`config.mk`:
```
export PLATFORM = sky130hd
export DESIGN_NAME = line_period_monitor_top
export DESIGN_NICKNAME = d
export VERILOG_FILES = /design/src/rtl/core/lpm_pkg.sv /design/src/rtl/core/lpm_divider.sv /design/src/rtl/core/line_period_monitor_top.sv
export VERILOG_INCLUDE_DIRS = /design/src /design/src/rtl/core
export SDC_FILE = /design/constraint.sdc
export NUM_CORES = 2
export LEC_CHECK = 0
export CAP_MARGIN = 20
export CORE_UTILIZATION = 60
export CTS_CLUSTER_DIAMETER = 50
export CTS_CLUSTER_SIZE = 40
export DETAILED_ROUTE_END_ITERATION = 7
export DONT_BUFFER_PORTS = 1
export GPL_TIMING_DRIVEN = 0
export PLACE_DENSITY = 0.76
export SKIP_CTS_REPAIR_TIMING = 1
export SYNTH_ARGS = -nofsm -noshare
export SYNTH_HDL_FRONTEND = slang
export SYNTH_HIERARCHICAL = 1
export SYNTH_SLANG_ARGS = --single-unit
```
`constraint.sdc`:
```
create_clock -name clk -period 26.1 [get_ports clk]
set_input_delay 2.61 -clock clk [delete_from_list [all_inputs] [get_ports clk]]
set_output_delay 2.61 -clock clk [all_outputs]
set_load 0.03 [all_outputs]
```
`src/rtl/core/assert_macros.svh`:
```
// ----------------------------------------------------------------------------
// assert_macros
// Shared concurrent assertion macros for the line period monitor
// ----------------------------------------------------------------------------
`ifndef ASSERT_MACROS_SVH
`define ASSERT_MACROS_SVH

// same-cycle implication, checked outside reset
`define LPM_ASSERT_SAME(label, clk, rst_n, ante, cons, msg) \
    label: assert property (@(posedge clk) disable iff (!rst_n) (ante) |-> (cons)) \
        else $error(msg);

// next-cycle implication, checked outside reset
`define LPM_ASSERT_NEXT(label, clk, rst_n, ante, cons, msg) \
    label: assert property (@(posedge clk) disable iff (!rst_n) (ante) |=> (cons)) \
        else $error(msg);

`endif

```
`src/rtl/core/lpm_pkg.sv`:
```
// ----------------------------------------------------------------------------
// lpm_pkg
// Widths, codes and shared types of the line period monitor
// ----------------------------------------------------------------------------
package lpm_pkg;

    // field and datapath widths
    localparam int TIMER_WIDTH = 32;
    localparam int PERIOD_W    = 32;
    localparam int FREQ_W      = 20;
    localparam int CNT_W       = 32;
    localparam int SUM_W       = 64;
    localparam int PROD_W      = TIMER_WIDTH + FREQ_W;
    localparam int DIV_DW      = 64;
    localparam int DIV_SW      = 32;
    localparam int STEP_W      = $clog2(DIV_DW + 1);
    localparam int CFG_W       = 32;
    localparam int CFG_IDX_W   = 2;
    localparam int CMD_W       = 2;
    localparam int CAP_W       = 32;
    localparam int EXP_W       = 6;
    localparam int TOL_W       = 9;

    // microseconds per second, also the frequency numerator
    localparam logic [FREQ_W-1:0] US_PER_S = FREQ_W'(1000000);

    // request commands
    localparam logic [CMD_W-1:0] CMD_CAPTURE     = 2'd0;
    localparam logic [CMD_W-1:0] CMD_TRACK_RESET = 2'd1;
    localparam logic [CMD_W-1:0] CMD_STATS_RESET = 2'd2;

    // result status codes
    localparam logic ST_OK       = 1'b0;
    localparam logic ST_REJECTED = 1'b1;

    // configuration register indexes
    localparam logic [CFG_IDX_W-1:0] REG_TIMER_CLK = 2'd0;
    localparam logic [CFG_IDX_W-1:0] REG_EXP_HZ    = 2'd1;
    localparam logic [CFG_IDX_W-1:0] REG_TOL       = 2'd2;

    // divider request and response
    typedef struct packed {
        logic              start;
        logic [DIV_DW-1:0] dividend;
        logic [DIV_SW-1:0] divisor;
        logic [STEP_W-1:0] steps;
    } div_req_t;

    typedef struct packed {
        logic              busy;
        logic              done;
        logic [DIV_DW-1:0] quotient;
    } div_rsp_t;

endpackage

```
`src/rtl/core/lpm_divider.sv`:
```
// ----------------------------------------------------------------------------
// lpm_divider
// Shared restoring divider, one quotient bit per cycle. The dividend is
// left aligned so that only the requested number of steps is run.
// ----------------------------------------------------------------------------
module lpm_divider
    import lpm_pkg::*;
(
    input  logic     clk,
    input  logic     rst_n,
    input  div_req_t req,
    output div_rsp_t rsp
);

    logic              busy_reg;
    logic              done_reg;
    logic [STEP_W-1:0] cnt_reg;
    logic [DIV_SW-1:0] rem_reg;
    logic [DIV_DW-1:0] quo_reg;
    logic [DIV_SW-1:0] dvs_reg;

    logic [DIV_SW:0]   trial;
    logic              fits;
    logic [DIV_SW:0]   diff;

    // trial subtract of one step
    always_comb
    begin
        trial = {rem_reg, quo_reg[DIV_DW-1]};
        fits  = (trial >= {1'b0, dvs_reg});
        diff  = trial - {1'b0, dvs_reg};
    end

    // control
    always_ff @(posedge clk or negedge rst_n)
    begin
        if (!rst_n)
        begin
            busy_reg <= 1'b0;
            done_reg <= 1'b0;
            cnt_reg  <= '0;
        end
        else
        begin
            done_reg <= 1'b0;
            if (req.start)
            begin
                busy_reg <= 1'b1;
                cnt_reg  <= req.steps;
            end
            else if (busy_reg)
            begin
                cnt_reg <= cnt_reg - 1'b1;
                if (cnt_reg == STEP_W'(1))
                begin
                    busy_reg <= 1'b0;
                    done_reg <= 1'b1;
                end
            end
        end
    end

    // remainder and quotient shift
    always_ff @(posedge clk)
    begin
        if (req.start)
        begin
            rem_reg <= '0;
            quo_reg <= req.dividend;
            dvs_reg <= req.divisor;
        end
        else if (busy_reg)
        begin
            rem_reg <= fits ? diff[DIV_SW-1:0] : trial[DIV_SW-1:0];
            quo_reg <= {quo_reg[DIV_DW-2:0], fits};
        end
    end

    assign rsp.busy     = busy_reg;
    assign rsp.done     = done_reg;
    assign rsp.quotient = quo_reg;

endmodule

```
`src/rtl/core/line_period_monitor_top.sv`:
```
// ----------------------------------------------------------------------------
// line_period_monitor_top
// A valid crossing runs a multiply, then divisions of 52, 20, 64 and 20
// steps on the shared divider; an out of band crossing runs only the first
// two divisions, a zero period only the first, other requests none. A new
// request is taken only once the last result is loaded into the output register.
// Reset clears all tracking and statistics and loads the default registers.
// ----------------------------------------------------------------------------
`include "assert_macros.svh"

module line_period_monitor_top
    import lpm_pkg::*;
(
    input  logic                 clk,
    input  logic                 rst_n,
    input  logic                 cfg_we,
    input  logic [CFG_IDX_W-1:0] cfg_index,
    input  logic [CFG_W-1:0]     cfg_wdata,
    input  logic                 in_valid,
    output logic                 in_ready,
    input  logic [CMD_W-1:0]     cmd,
    input  logic [CAP_W-1:0]     capture_value,
    output logic                 out_valid,
    input  logic                 out_ready,
    output logic                 status,
    output logic                 measured,
    output logic [PERIOD_W-1:0]  line_period,
    output logic [FREQ_W-1:0]    line_freq,
    output logic                 freq_in_band,
    output logic [CNT_W-1:0]     crossing_count,
    output logic [CNT_W-1:0]     total_count,
    output logic [CNT_W-1:0]     valid_count,
    output logic [PERIOD_W-1:0]  min_period,
    output logic [PERIOD_W-1:0]  max_period,
    output logic [PERIOD_W-1:0]  avg_period,
    output logic [FREQ_W-1:0]    avg_frequency
);

    // sequencer states
    localparam logic [3:0] S_IDLE    = 4'd0;
    localparam logic [3:0] S_MUL     = 4'd1;
    localparam logic [3:0] S_US_GO   = 4'd2;
    localparam logic [3:0] S_US_WAIT = 4'd3;
    localparam logic [3:0] S_F_GO    = 4'd4;
    localparam logic [3:0] S_F_WAIT  = 4'd5;
    localparam logic [3:0] S_UPD     = 4'd6;
    localparam logic [3:0] S_M_GO    = 4'd7;
    localparam logic [3:0] S_M_WAIT  = 4'd8;
    localparam logic [3:0] S_FM_GO   = 4'd9;
    localparam logic [3:0] S_FM_WAIT = 4'd10;
    localparam logic [3:0] S_DONE    = 4'd11;

    logic [3:0]             state_reg, state_next;

    logic [DIV_SW-1:0]      timer_clk_reg;
    logic [EXP_W-1:0]       exp_hz_reg;
    logic [TOL_W-1:0]       tol_reg;

    logic [TIMER_WIDTH-1:0] prev_reg, prev_next;
    logic [TIMER_WIDTH-1:0] ticks_reg, ticks_next;
    logic [PROD_W-1:0]      prod_reg;
    logic                   status_reg, status_next;
    logic                   meas_reg, meas_next;
    logic [PERIOD_W-1:0]    last_period_reg, last_period_next;
    logic [FREQ_W-1:0]      last_freq_reg, last_freq_next;
    logic                   last_valid_reg, last_valid_next;
    logic [CNT_W-1:0]       crossings_reg, crossings_next;
    logic [CNT_W-1:0]       total_seen_reg, total_seen_next;
    logic [CNT_W-1:0]       valid_seen_reg, valid_seen_next;
    logic [PERIOD_W-1:0]    period_min_reg, period_min_next;
    logic [PERIOD_W-1:0]    period_max_reg, period_max_next;
    logic [SUM_W-1:0]       period_sum_reg, period_sum_next;
    logic [CNT_W-1:0]       samples_reg, samples_next;
    logic [PERIOD_W-1:0]    mean_reg, mean_next;
    logic [FREQ_W-1:0]      freq_mean_reg, freq_mean_next;

    logic                   out_valid_reg, out_valid_next;
    logic                   load;

    div_req_t               div_req;
    div_rsp_t               div_rsp;

    logic [TIMER_WIDTH-1:0] cap_low;
    logic                   accept;
    logic [PERIOD_W-1:0]    period_sat;
    logic [FREQ_W-1:0]      freq_diff;
    logic [29:0]            dev_scaled;
    logic [TOL_W+EXP_W-1:0] dev_limit;
    logic                   freq_ok;
    logic [CNT_W-1:0]       samples_inc;
    logic                   min_seen;

    assign cap_low  = capture_value[TIMER_WIDTH-1:0];
    assign in_ready = (state_reg == S_IDLE);
    assign accept   = in_valid && in_ready;
    assign load     = (state_reg == S_DONE) && (!out_valid_reg || out_ready);

    // shared divider
    lpm_divider u_div
    (
        .clk   (clk),
        .rst_n (rst_n),
        .req   (div_req),
        .rsp   (div_rsp)
    );

    // saturate the microsecond quotient to the period width
    assign period_sat = (|div_rsp.quotient[DIV_DW-1:PERIOD_W])
                        ? '1 : div_rsp.quotient[PERIOD_W-1:0];

    // tolerance check on the latest frequency
    always_comb
    begin
        freq_diff  = (last_freq_reg > FREQ_W'(exp_hz_reg))
                     ? last_freq_reg - FREQ_W'(exp_hz_reg)
                     : FREQ_W'(exp_hz_reg) - last_freq_reg;
        dev_scaled = 30'(freq_diff) * 30'd1000;
        dev_limit  = (TOL_W+EXP_W)'(tol_reg) * (TOL_W+EXP_W)'(exp_hz_reg);
        freq_ok    = (last_freq_reg != '0) && (exp_hz_reg != '0)
                     && (dev_scaled <= 30'(dev_limit));
    end

    assign samples_inc = samples_reg + 1'b1;

    // sequencer
    always_comb
    begin
        state_next       = state_reg;
        prev_next        = prev_reg;
        ticks_next       = ticks_reg;
        status_next      = status_reg;
        meas_next        = meas_reg;
        last_period_next = last_period_reg;
        last_freq_next   = last_freq_reg;
        last_valid_next  = last_valid_reg;
        crossings_next   = crossings_reg;
        total_seen_next  = total_seen_reg;
        valid_seen_next  = valid_seen_reg;
        period_min_next  = period_min_reg;
        period_max_next  = period_max_reg;
        period_sum_next  = period_sum_reg;
        samples_next     = samples_reg;
        mean_next        = mean_reg;
        freq_mean_next   = freq_mean_reg;
        div_req          = '0;

        unique case (state_reg)
            S_IDLE:
            begin
                if (accept)
                begin
                    status_next = ST_OK;
                    meas_next   = 1'b0;
                    state_next  = S_DONE;
                    unique case (cmd)
                        CMD_CAPTURE:
                        begin
                            if ((cap_low == '0) || (timer_clk_reg == '0))
                            begin
                                status_next = ST_REJECTED;
                            end
                            else
                            begin
                                prev_next = cap_low;
                                if (prev_reg != '0)
                                begin
                                    ticks_next = cap_low - prev_reg;
                                    meas_next  = 1'b1;
                                    state_next = S_MUL;
                                end
                            end
                        end
                        CMD_TRACK_RESET:
                        begin
                            prev_next       = '0;
                            crossings_next  = '0;
                            last_valid_next = 1'b0;
                        end
                        CMD_STATS_RESET:
                        begin
                            total_seen_next = '0;
                            valid_seen_next = '0;
                            period_min_next = '0;
                            period_max_next = '0;
                            period_sum_next = '0;
                            samples_next    = '0;
                            mean_next       = '0;
                            freq_mean_next  = '0;
                        end
                        default:
                        begin
                            state_next = S_DONE;
                        end
                    endcase
                end
            end
            S_MUL:
            begin
                state_next = S_US_GO;
            end
            S_US_GO:
            begin
                div_req.start    = 1'b1;
                div_req.dividend = {prod_reg, (DIV_DW-PROD_W)'(0)};
                div_req.divisor  = timer_clk_reg;
                div_req.steps    = STEP_W'(PROD_W);
                state_next       = S_US_WAIT;
            end
            S_US_WAIT:
            begin
                if (div_rsp.done)
                begin
                    last_period_next = period_sat;
                    last_freq_next   = '0;
                    state_next       = (period_sat == '0) ? S_UPD : S_F_GO;
                end
            end
            S_F_GO:
            begin
                div_req.start    = 1'b1;
                div_req.dividend = {US_PER_S, (DIV_DW-FREQ_W)'(0)};
                div_req.divisor  = DIV_SW'(last_period_reg);
                div_req.steps    = STEP_W'(FREQ_W);
                state_next       = S_F_WAIT;
            end
            S_F_WAIT:
            begin
                if (div_rsp.done)
                begin
                    last_freq_next = div_rsp.quotient[FREQ_W-1:0];
                    state_next     = S_UPD;
                end
            end
            S_UPD:
            begin
                last_valid_next = freq_ok;
                crossings_next  = crossings_reg + 1'b1;
                total_seen_next = total_seen_reg + 1'b1;
                state_next      = S_DONE;
                if (freq_ok)
                begin
                    valid_seen_next = valid_seen_reg + 1'b1;
                    if ((period_min_reg == '0) || (last_period_reg < period_min_reg))
                    begin
                        period_min_next = last_period_reg;
                    end
                    if (last_period_reg > period_max_reg)
                    begin
                        period_max_next = last_period_reg;
                    end
                    period_sum_next = period_sum_reg + SUM_W'(last_period_reg);
                    samples_next    = samples_inc;
                    if (samples_inc != '0)
                    begin
                        state_next = S_M_GO;
                    end
                end
            end
            S_M_GO:
            begin
                div_req.start    = 1'b1;
                div_req.dividend = DIV_DW'(period_sum_reg);
                div_req.divisor  = DIV_SW'(samples_reg);
                div_req.steps    = STEP_W'(DIV_DW);
                state_next       = S_M_WAIT;
            end
            S_M_WAIT:
            begin
                if (div_rsp.done)
                begin
                    mean_next = div_rsp.quotient[PERIOD_W-1:0];
                    if (div_rsp.quotient[PERIOD_W-1:0] == '0)
                    begin
                        freq_mean_next = '0;
                        state_next     = S_DONE;
                    end
                    else
                    begin
                        state_next = S_FM_GO;
                    end
                end
            end
            S_FM_GO:
            begin
                div_req.start    = 1'b1;
                div_req.dividend = {US_PER_S, (DIV_DW-FREQ_W)'(0)};
                div_req.divisor  = DIV_SW'(mean_reg);
                div_req.steps    = STEP_W'(FREQ_W);
                state_next       = S_FM_WAIT;
            end
            S_FM_WAIT:
            begin
                if (div_rsp.done)
                begin
                    freq_mean_next = div_rsp.quotient[FREQ_W-1:0];
                    state_next     = S_DONE;
                end
            end
            S_DONE:
            begin
                if (load)
                begin
                    state_next = S_IDLE;
                end
            end
            default:
            begin
                state_next = S_IDLE;
            end
        endcase
    end

    // tracking and statistics state
    always_ff @(posedge clk or negedge rst_n)
    begin
        if (!rst_n)
        begin
            state_reg       <= S_IDLE;
            prev_reg        <= '0;
            status_reg      <= ST_OK;
            meas_reg        <= 1'b0;
            last_period_reg <= '0;
            last_freq_reg   <= '0;
            last_valid_reg  <= 1'b0;
            crossings_reg   <= '0;
            total_seen_reg  <= '0;
            valid_seen_reg  <= '0;
            period_min_reg  <= '0;
            period_max_reg  <= '0;
            period_sum_reg  <= '0;
            samples_reg     <= '0;
            mean_reg        <= '0;
            freq_mean_reg   <= '0;
            out_valid_reg   <= 1'b0;
        end
        else
        begin
            state_reg       <= state_next;
            prev_reg        <= prev_next;
            status_reg      <= status_next;
            meas_reg        <= meas_next;
            last_period_reg <= last_period_next;
            last_freq_reg   <= last_freq_next;
            last_valid_reg  <= last_valid_next;
            crossings_reg   <= crossings_next;
            total_seen_reg  <= total_seen_next;
            valid_seen_reg  <= valid_seen_next;
            period_min_reg  <= period_min_next;
            period_max_reg  <= period_max_next;
            period_sum_reg  <= period_sum_next;
            samples_reg     <= samples_next;
            mean_reg        <= mean_next;
            freq_mean_reg   <= freq_mean_next;
            out_valid_reg   <= out_valid_next;
        end
    end

    // configuration registers
    always_ff @(posedge clk or negedge rst_n)
    begin
        if (!rst_n)
        begin
            timer_clk_reg <= DIV_SW'(1000000);
            exp_hz_reg    <= EXP_W'(50);
            tol_reg       <= TOL_W'(50);
        end
        else if (cfg_we)
        begin
            unique case (cfg_index)
                REG_TIMER_CLK: timer_clk_reg <= cfg_wdata[DIV_SW-1:0];
                REG_EXP_HZ:    exp_hz_reg    <= cfg_wdata[EXP_W-1:0];
                REG_TOL:       tol_reg       <= cfg_wdata[TOL_W-1:0];
                default:       timer_clk_reg <= timer_clk_reg;
            endcase
        end
    end

    // tick difference and microsecond product
    always_ff @(posedge clk)
    begin
        ticks_reg <= ticks_next;
        if (state_reg == S_MUL)
        begin
            prod_reg <= PROD_W'(ticks_reg) * PROD_W'(US_PER_S);
        end
    end

    // output register
    always_comb
    begin
        if (load)
        begin
            out_valid_next = 1'b1;
        end
        else if (out_ready)
        begin
            out_valid_next = 1'b0;
        end
        else
        begin
            out_valid_next = out_valid_reg;
        end
    end

    always_ff @(posedge clk)
    begin
        if (load)
        begin
            status         <= status_reg;
            measured       <= meas_reg;
            line_period    <= last_period_reg;
            line_freq      <= last_freq_reg;
            freq_in_band   <= last_valid_reg;
            crossing_count <= crossings_reg;
            total_count    <= total_seen_reg;
            valid_count    <= valid_seen_reg;
            min_period     <= period_min_reg;
            max_period     <= period_max_reg;
            avg_period     <= mean_reg;
            avg_frequency  <= freq_mean_reg;
        end
    end

    assign out_valid = out_valid_reg;
    assign min_seen  = out_valid_reg && (min_period != '0);

    // checks
    `LPM_ASSERT_NEXT(a_busy_after_req, clk, rst_n, accept, !in_ready, "ready after a request")
    `LPM_ASSERT_SAME(a_div_start_idle, clk, rst_n, div_req.start, !div_rsp.busy, "divider busy")
    `LPM_ASSERT_SAME(a_meas_no_error, clk, rst_n, out_valid, !(status && measured), "bad flags")
    `LPM_ASSERT_SAME(a_min_le_max, clk, rst_n, min_seen, min_period <= max_period, "min over max")

endmodule

```
Word level (Yosys, flattened, before mapping)
Index checks and enable logic that the tools add are counted.

Register bits: 929. Input port bits: 73. Output and inout bits: 269. Logic and storage cells: 202.

Add/sub/neg operators: 10. Multipliers: 3. $lt $le $gt $ge: 5. Eq/ne operators: 29. Muxes and demuxes: 70. Bitwise gates (word level): 1. Reduce and logical (&&, ||, !) cells: 44.

Operator list (count): $pmux W32 S2 (8); $mux W32 (14); $pmux W104 S4 (1); $mux W64 (5); $logic_not A32 Y1 (5); $mux W20 (7); $add A32 B1 Y32 const B (4); $pmux W64 S2 (1); $add A64 B32 Y64 (1); $reduce_bool A32 Y1 (2); $sub A32 B32 Y32 (2); $pmux W20 S3 (1); $pmux W4 S12 (1); $mul A32 B14 Y46 const B (1); $mux W4 (11); $pmux W20 S2 (1); $ge A33 B32 Y1 (1); $gt A32 B32 Y1 (1); $lt A32 B32 Y1 (1); $reduce_or A32 Y1 (1); $le A30 B15 Y1 (1); $mul A20 B7 Y27 const B (1); $gt A20 B6 Y1 (1); $reduce_bool A20 Y1 (1); 31 further kinds (89).

Depth between registers and ports, before layout
Depth in word-level cells: 7. Gate-level depth with buffers: 40. Depth with buffers taken out: 36.

By module
Netlist, hierarchy kept.

By module, submodules not included: line_period_monitor_top (times used 1, cells each 4685, area an instance 49706.4 um^2); lpm_divider (times used 1, cells each 647, area an instance 7360.8 um^2).

Worst setup path before layout
Ideal clock, no wire load.

Path type: input -> register. From: input port out_ready. To: register avg_frequency[0], enable pin. Data arrival time: 20.601 ns. Data required time: 24.878 ns. Setup slack: 4.278 ns. Stages on the path: 2. Buffers on the path: 0. Cell sequence: nor2b_1 -> nor3_1.

Word-level cells in the longest chain between the ends: 2.

RTL lines: start, declared (line line_period_monitor_top.sv:24) `input logic out_ready,`; $logic_or A1 B1 Y1 (line line_period_monitor_top.sv:96) `assign load = (state_reg == S_DONE) && (!out_valid_reg || out_ready);`; $logic_and A1 B1 Y1 (line line_period_monitor_top.sv:96); named net load (line line_period_monitor_top.sv:78) `logic load;`; end signal, assigned (line line_period_monitor_top.sv:420) `avg_frequency <= freq_mean_reg;`; end, declared (line line_period_monitor_top.sv:36) `output logic [FREQ_W-1:0] avg_frequency`.

The timed path passes the listed nets, and every way through them passes these cells. A chain may end at the register's enable or synchronous reset.

Worst setup path in the final report
From: register exp_hz_reg[1]. To: register period_max_reg[29].

Word-level cells in the longest chain between the ends: 7.

RTL lines: start, declared (line line_period_monitor_top.sv:56) `logic [EXP_W-1:0] exp_hz_reg;`; start signal, assigned (line line_period_monitor_top.sv:371) `REG_EXP_HZ: exp_hz_reg <= cfg_wdata[EXP_W-1:0];`; $sub A6 B20 Y20 (tied with other cells) (line line_period_monitor_top.sv:116) `: FREQ_W'(exp_hz_reg) - last_freq_reg;`; $mux W20 (line line_period_monitor_top.sv:115) `? last_freq_reg - FREQ_W'(exp_hz_reg)`; $mul A20 B7 Y27 (line line_period_monitor_top.sv:117) `dev_scaled = 30'(freq_diff) * 30'd1000;`; $le A30 B15 Y1 (line line_period_monitor_top.sv:120) `&& (dev_scaled <= 30'(dev_limit));`; $logic_and A1 B1 Y1 (*) (line line_period_monitor_top.sv:120); $ne A2 B2 Y1 (no source line) (*); $reduce_and A5 Y1 (no source line) (*); end signal, assigned (line line_period_monitor_top.sv:349) `period_max_reg <= period_max_next;`; end, declared (line line_period_monitor_top.sv:71) `logic [PERIOD_W-1:0] period_max_reg, period_max_next;`.

Mark *: on every way between the ends. The rest lies on a longest branch, timed or not.

==> metrics.log <==
INFO  metric result_of_the_run = finished with violations
INFO  metric failing_checks = max-slew violations
INFO  metric drive_gt1_frac = 0.08001
INFO  metric final_nets = 6190
INFO  metric ir_worst_vdd = 0.0001950 V
INFO  metric maximum_fanout_count_along_the_critical_path = 10
INFO  metric seq_area = 25310 um2
INFO  metric post_synth.cell_area_avg = 10.70 um2
INFO  metric floorplan.initialDensity = 0.6086
INFO  metric via_per_inst = 6.270
INFO  metric post-route-min-period = 10.83 ns
INFO  metric drt_wl_total = 160.5 mm
INFO  metric data_required_time_at_the_worst_endpoint = 26.68 ns
INFO  metric clkSinkCount = 929
INFO  metric die_area = 96340 um2
INFO  metric slew_violations = 229
INFO  metric finalCoreUtilization = 0.6672
INFO  metric clock_latency_on_the_worst_skew_pair = 0.72 ns
INFO  metric die_x = 310.4 um
INFO  metric count_of_fill_cells_added_during_filler_insertion = 7090
INFO  metric core_area = 93750 um2
INFO  metric setup_total_negative_slack = 0 ns
INFO  metric post_synth_inst_count = 5331
INFO  metric clk_pin_slew = 0.07 ns
INFO  metric power_density = 146.0 nW/um2
INFO  metric grt_max_degree = 457
INFO  metric netlist_area = 57060 um2
INFO  metric routed_wire_length_per_instance = 23.55 um
INFO  metric fp.dieH = 310.4 um
INFO  metric layout.cell_area.non_filler = 62550 um2
INFO  metric numCtsBuffers = 97
INFO  metric finalClockSkew = 0.03448 ns
INFO  metric timing.max_slew.rel_slack = -0.5520
INFO  metric tritoncts = built
INFO  metric port_buffers = 0
INFO  metric multi_input_comb_area = 28840 um2
INFO  metric vias = 42.73k
INFO  metric slowest_cell_on_the_critical_path = nor4_2
INFO  metric dpl-instance-area = 59040 um2
INFO  metric max_slew.worst_pin.slew = 2.328 ns
INFO  metric core.rowCount = 112
INFO  metric first_global_vias = 41.54k
INFO  metric route.antenna.remaining_nets = 0
INFO  metric first_pass_grt_wire_length = 245.2 mm
INFO  metric setup_repair_after_global_routing_missed_its_margin = no
INFO  metric fmaxAchievable = 0.09236 GHz
INFO  metric final_min_period_over_clock_period = 0.4148
INFO  metric drc = 0
INFO  metric cts.htree.levels = 3
INFO  metric grt_util_all_layers = 0.3348
INFO  metric overflow = 0
INFO  metric worst_path_largest_cell_delay = 0.87 ns
INFO  metric yosysWarnings = 6
INFO  metric setup.worst_path.class = reg2reg
INFO  metric setup_viol = 0
INFO  metric critPathLaunchType = flip-flop
INFO  metric antenna_found_initial = 22
INFO  metric total_leakage_power = 27.30 nW
INFO  metric io_pins = 342
INFO  metric dp.final_hpwl = 121.2 mm
INFO  metric drv.max_cap_violation_count = 0
INFO  metric detailedRoute.firstPassIterationCount = 6
INFO  metric flow.area_growth_from_synthesis = 9.624%
INFO  metric timing_hold_violations_final = 0
INFO  metric worst-endpoint-arrival = 11.41 ns
INFO  metric routabilityCongestion = 0.9820
INFO  metric ctsRootBufferMaster = clkbuf_16
INFO  metric first_iter_violations = 4505
INFO  metric clock_tree.buffer_depth = 3
INFO  metric timing.critical_path.to_type = flip-flop
INFO  metric worst_hold_path_type = reg2reg
-- layer usage --
| layer | vias up | GRT usage | wire (um) |
|---|---|---|---|
| met3 | 415 | 0.06382 | 14060 |
| met5 | - | 0 | 45 |
| met4 | 8 | 0.1426 | 7145 |
| met2 | 1798 | 0.5386 | 75500 |
| met1 | 21230 | 0.4443 | 63800 |
| li1 | 19280 | - | - |
-- final timing paths --
kind / startpoint / endpoint / slack, ns / cells after the start
setup / recovery: exp_hz_reg[1] / period_max_reg[29] / 15.27 / 34
hold / removal: last_valid_reg / freq_in_band / 0.45 / 0
setup reg to reg: exp_hz_reg[1] / period_max_reg[29] / 15.27 / 34
hold reg to reg: last_valid_reg / freq_in_band / 0.45 / 0
max in group asynchronous: rst_n / state_reg[3] / 22.64 / 0
min in group asynchronous: rst_n / valid_seen_reg[16] / 1.64 / 0
-- report_power, final --
part | switching [W] | internal, W
clock | 0.000703 | 0.000786
sequential | 0.000483 | 0.00194
combinational | 0.00313 | 0.00209
-- cell usage in the layout, fill, tap and decap left out, types with 34 or more instances in the layout --
master / n
a211oi_1: 34
a21o_1: 102
a21oi_1: 233
a22o_1: 132
a22oi_1: 64
and2_1: 55
and3_1: 66
clkbuf_1: 165
clkbuf_16: 97
dfrtp_1: 443
edfxtp_1: 441
fa_1: 233
ha_1: 420
inv_1: 534
mux2_2: 114
mux2i_1: 73
nand2_1: 472
nand2b_1: 65
nand3_1: 146
nand4_1: 83
nor2_1: 234
nor3_1: 119
nor4_1: 77
o21a_1: 40
o21ai_0: 255
xnor2_1: 136
xor2_1: 113
-- worst max-delay path, delay by kind of cell (launching register included) --
family	cells	cell delay [ns]
AOI/OAI and AO/OA	9	2.72
xor gates and xnor gates	4	1.41
adders and majority gates	6	2.63
buffers and inverters	7	1.27
DFF	1	0.60
and+or+nand+nor	8	2.02
-- area by class of cell --
cell class,count,share of cell area
Inverter,536,0.03220
Antenna cell,13,0.0005201
Timing Repair Buffer,32,0.005901
Clock inverter,79,0.01636
Tap cell,1254,0.02508
Clock buffer,105,0.03929
Buffer,210,0.01488
Multi-Input combinational cell,3658,0.4611
Sequential cell,929,0.4046
-- metrics by stage --
stage	std cells	hold WS (ns)	setup WS (ns)	total power (W)
after CTS	6803	0.4529	15.45	0.009068
final	6816	0.4534	15.27	0.009132
after detailed placement	6619	0.4332	15.62	0.007542
after global routing	6809	0.4598	14.67	0.009826
after floorplan	5333	0.4231	4.278	0.006204
after global placement	6587	0.4304	-2.836	0.007467
Power figures use the tool's default switching activity.
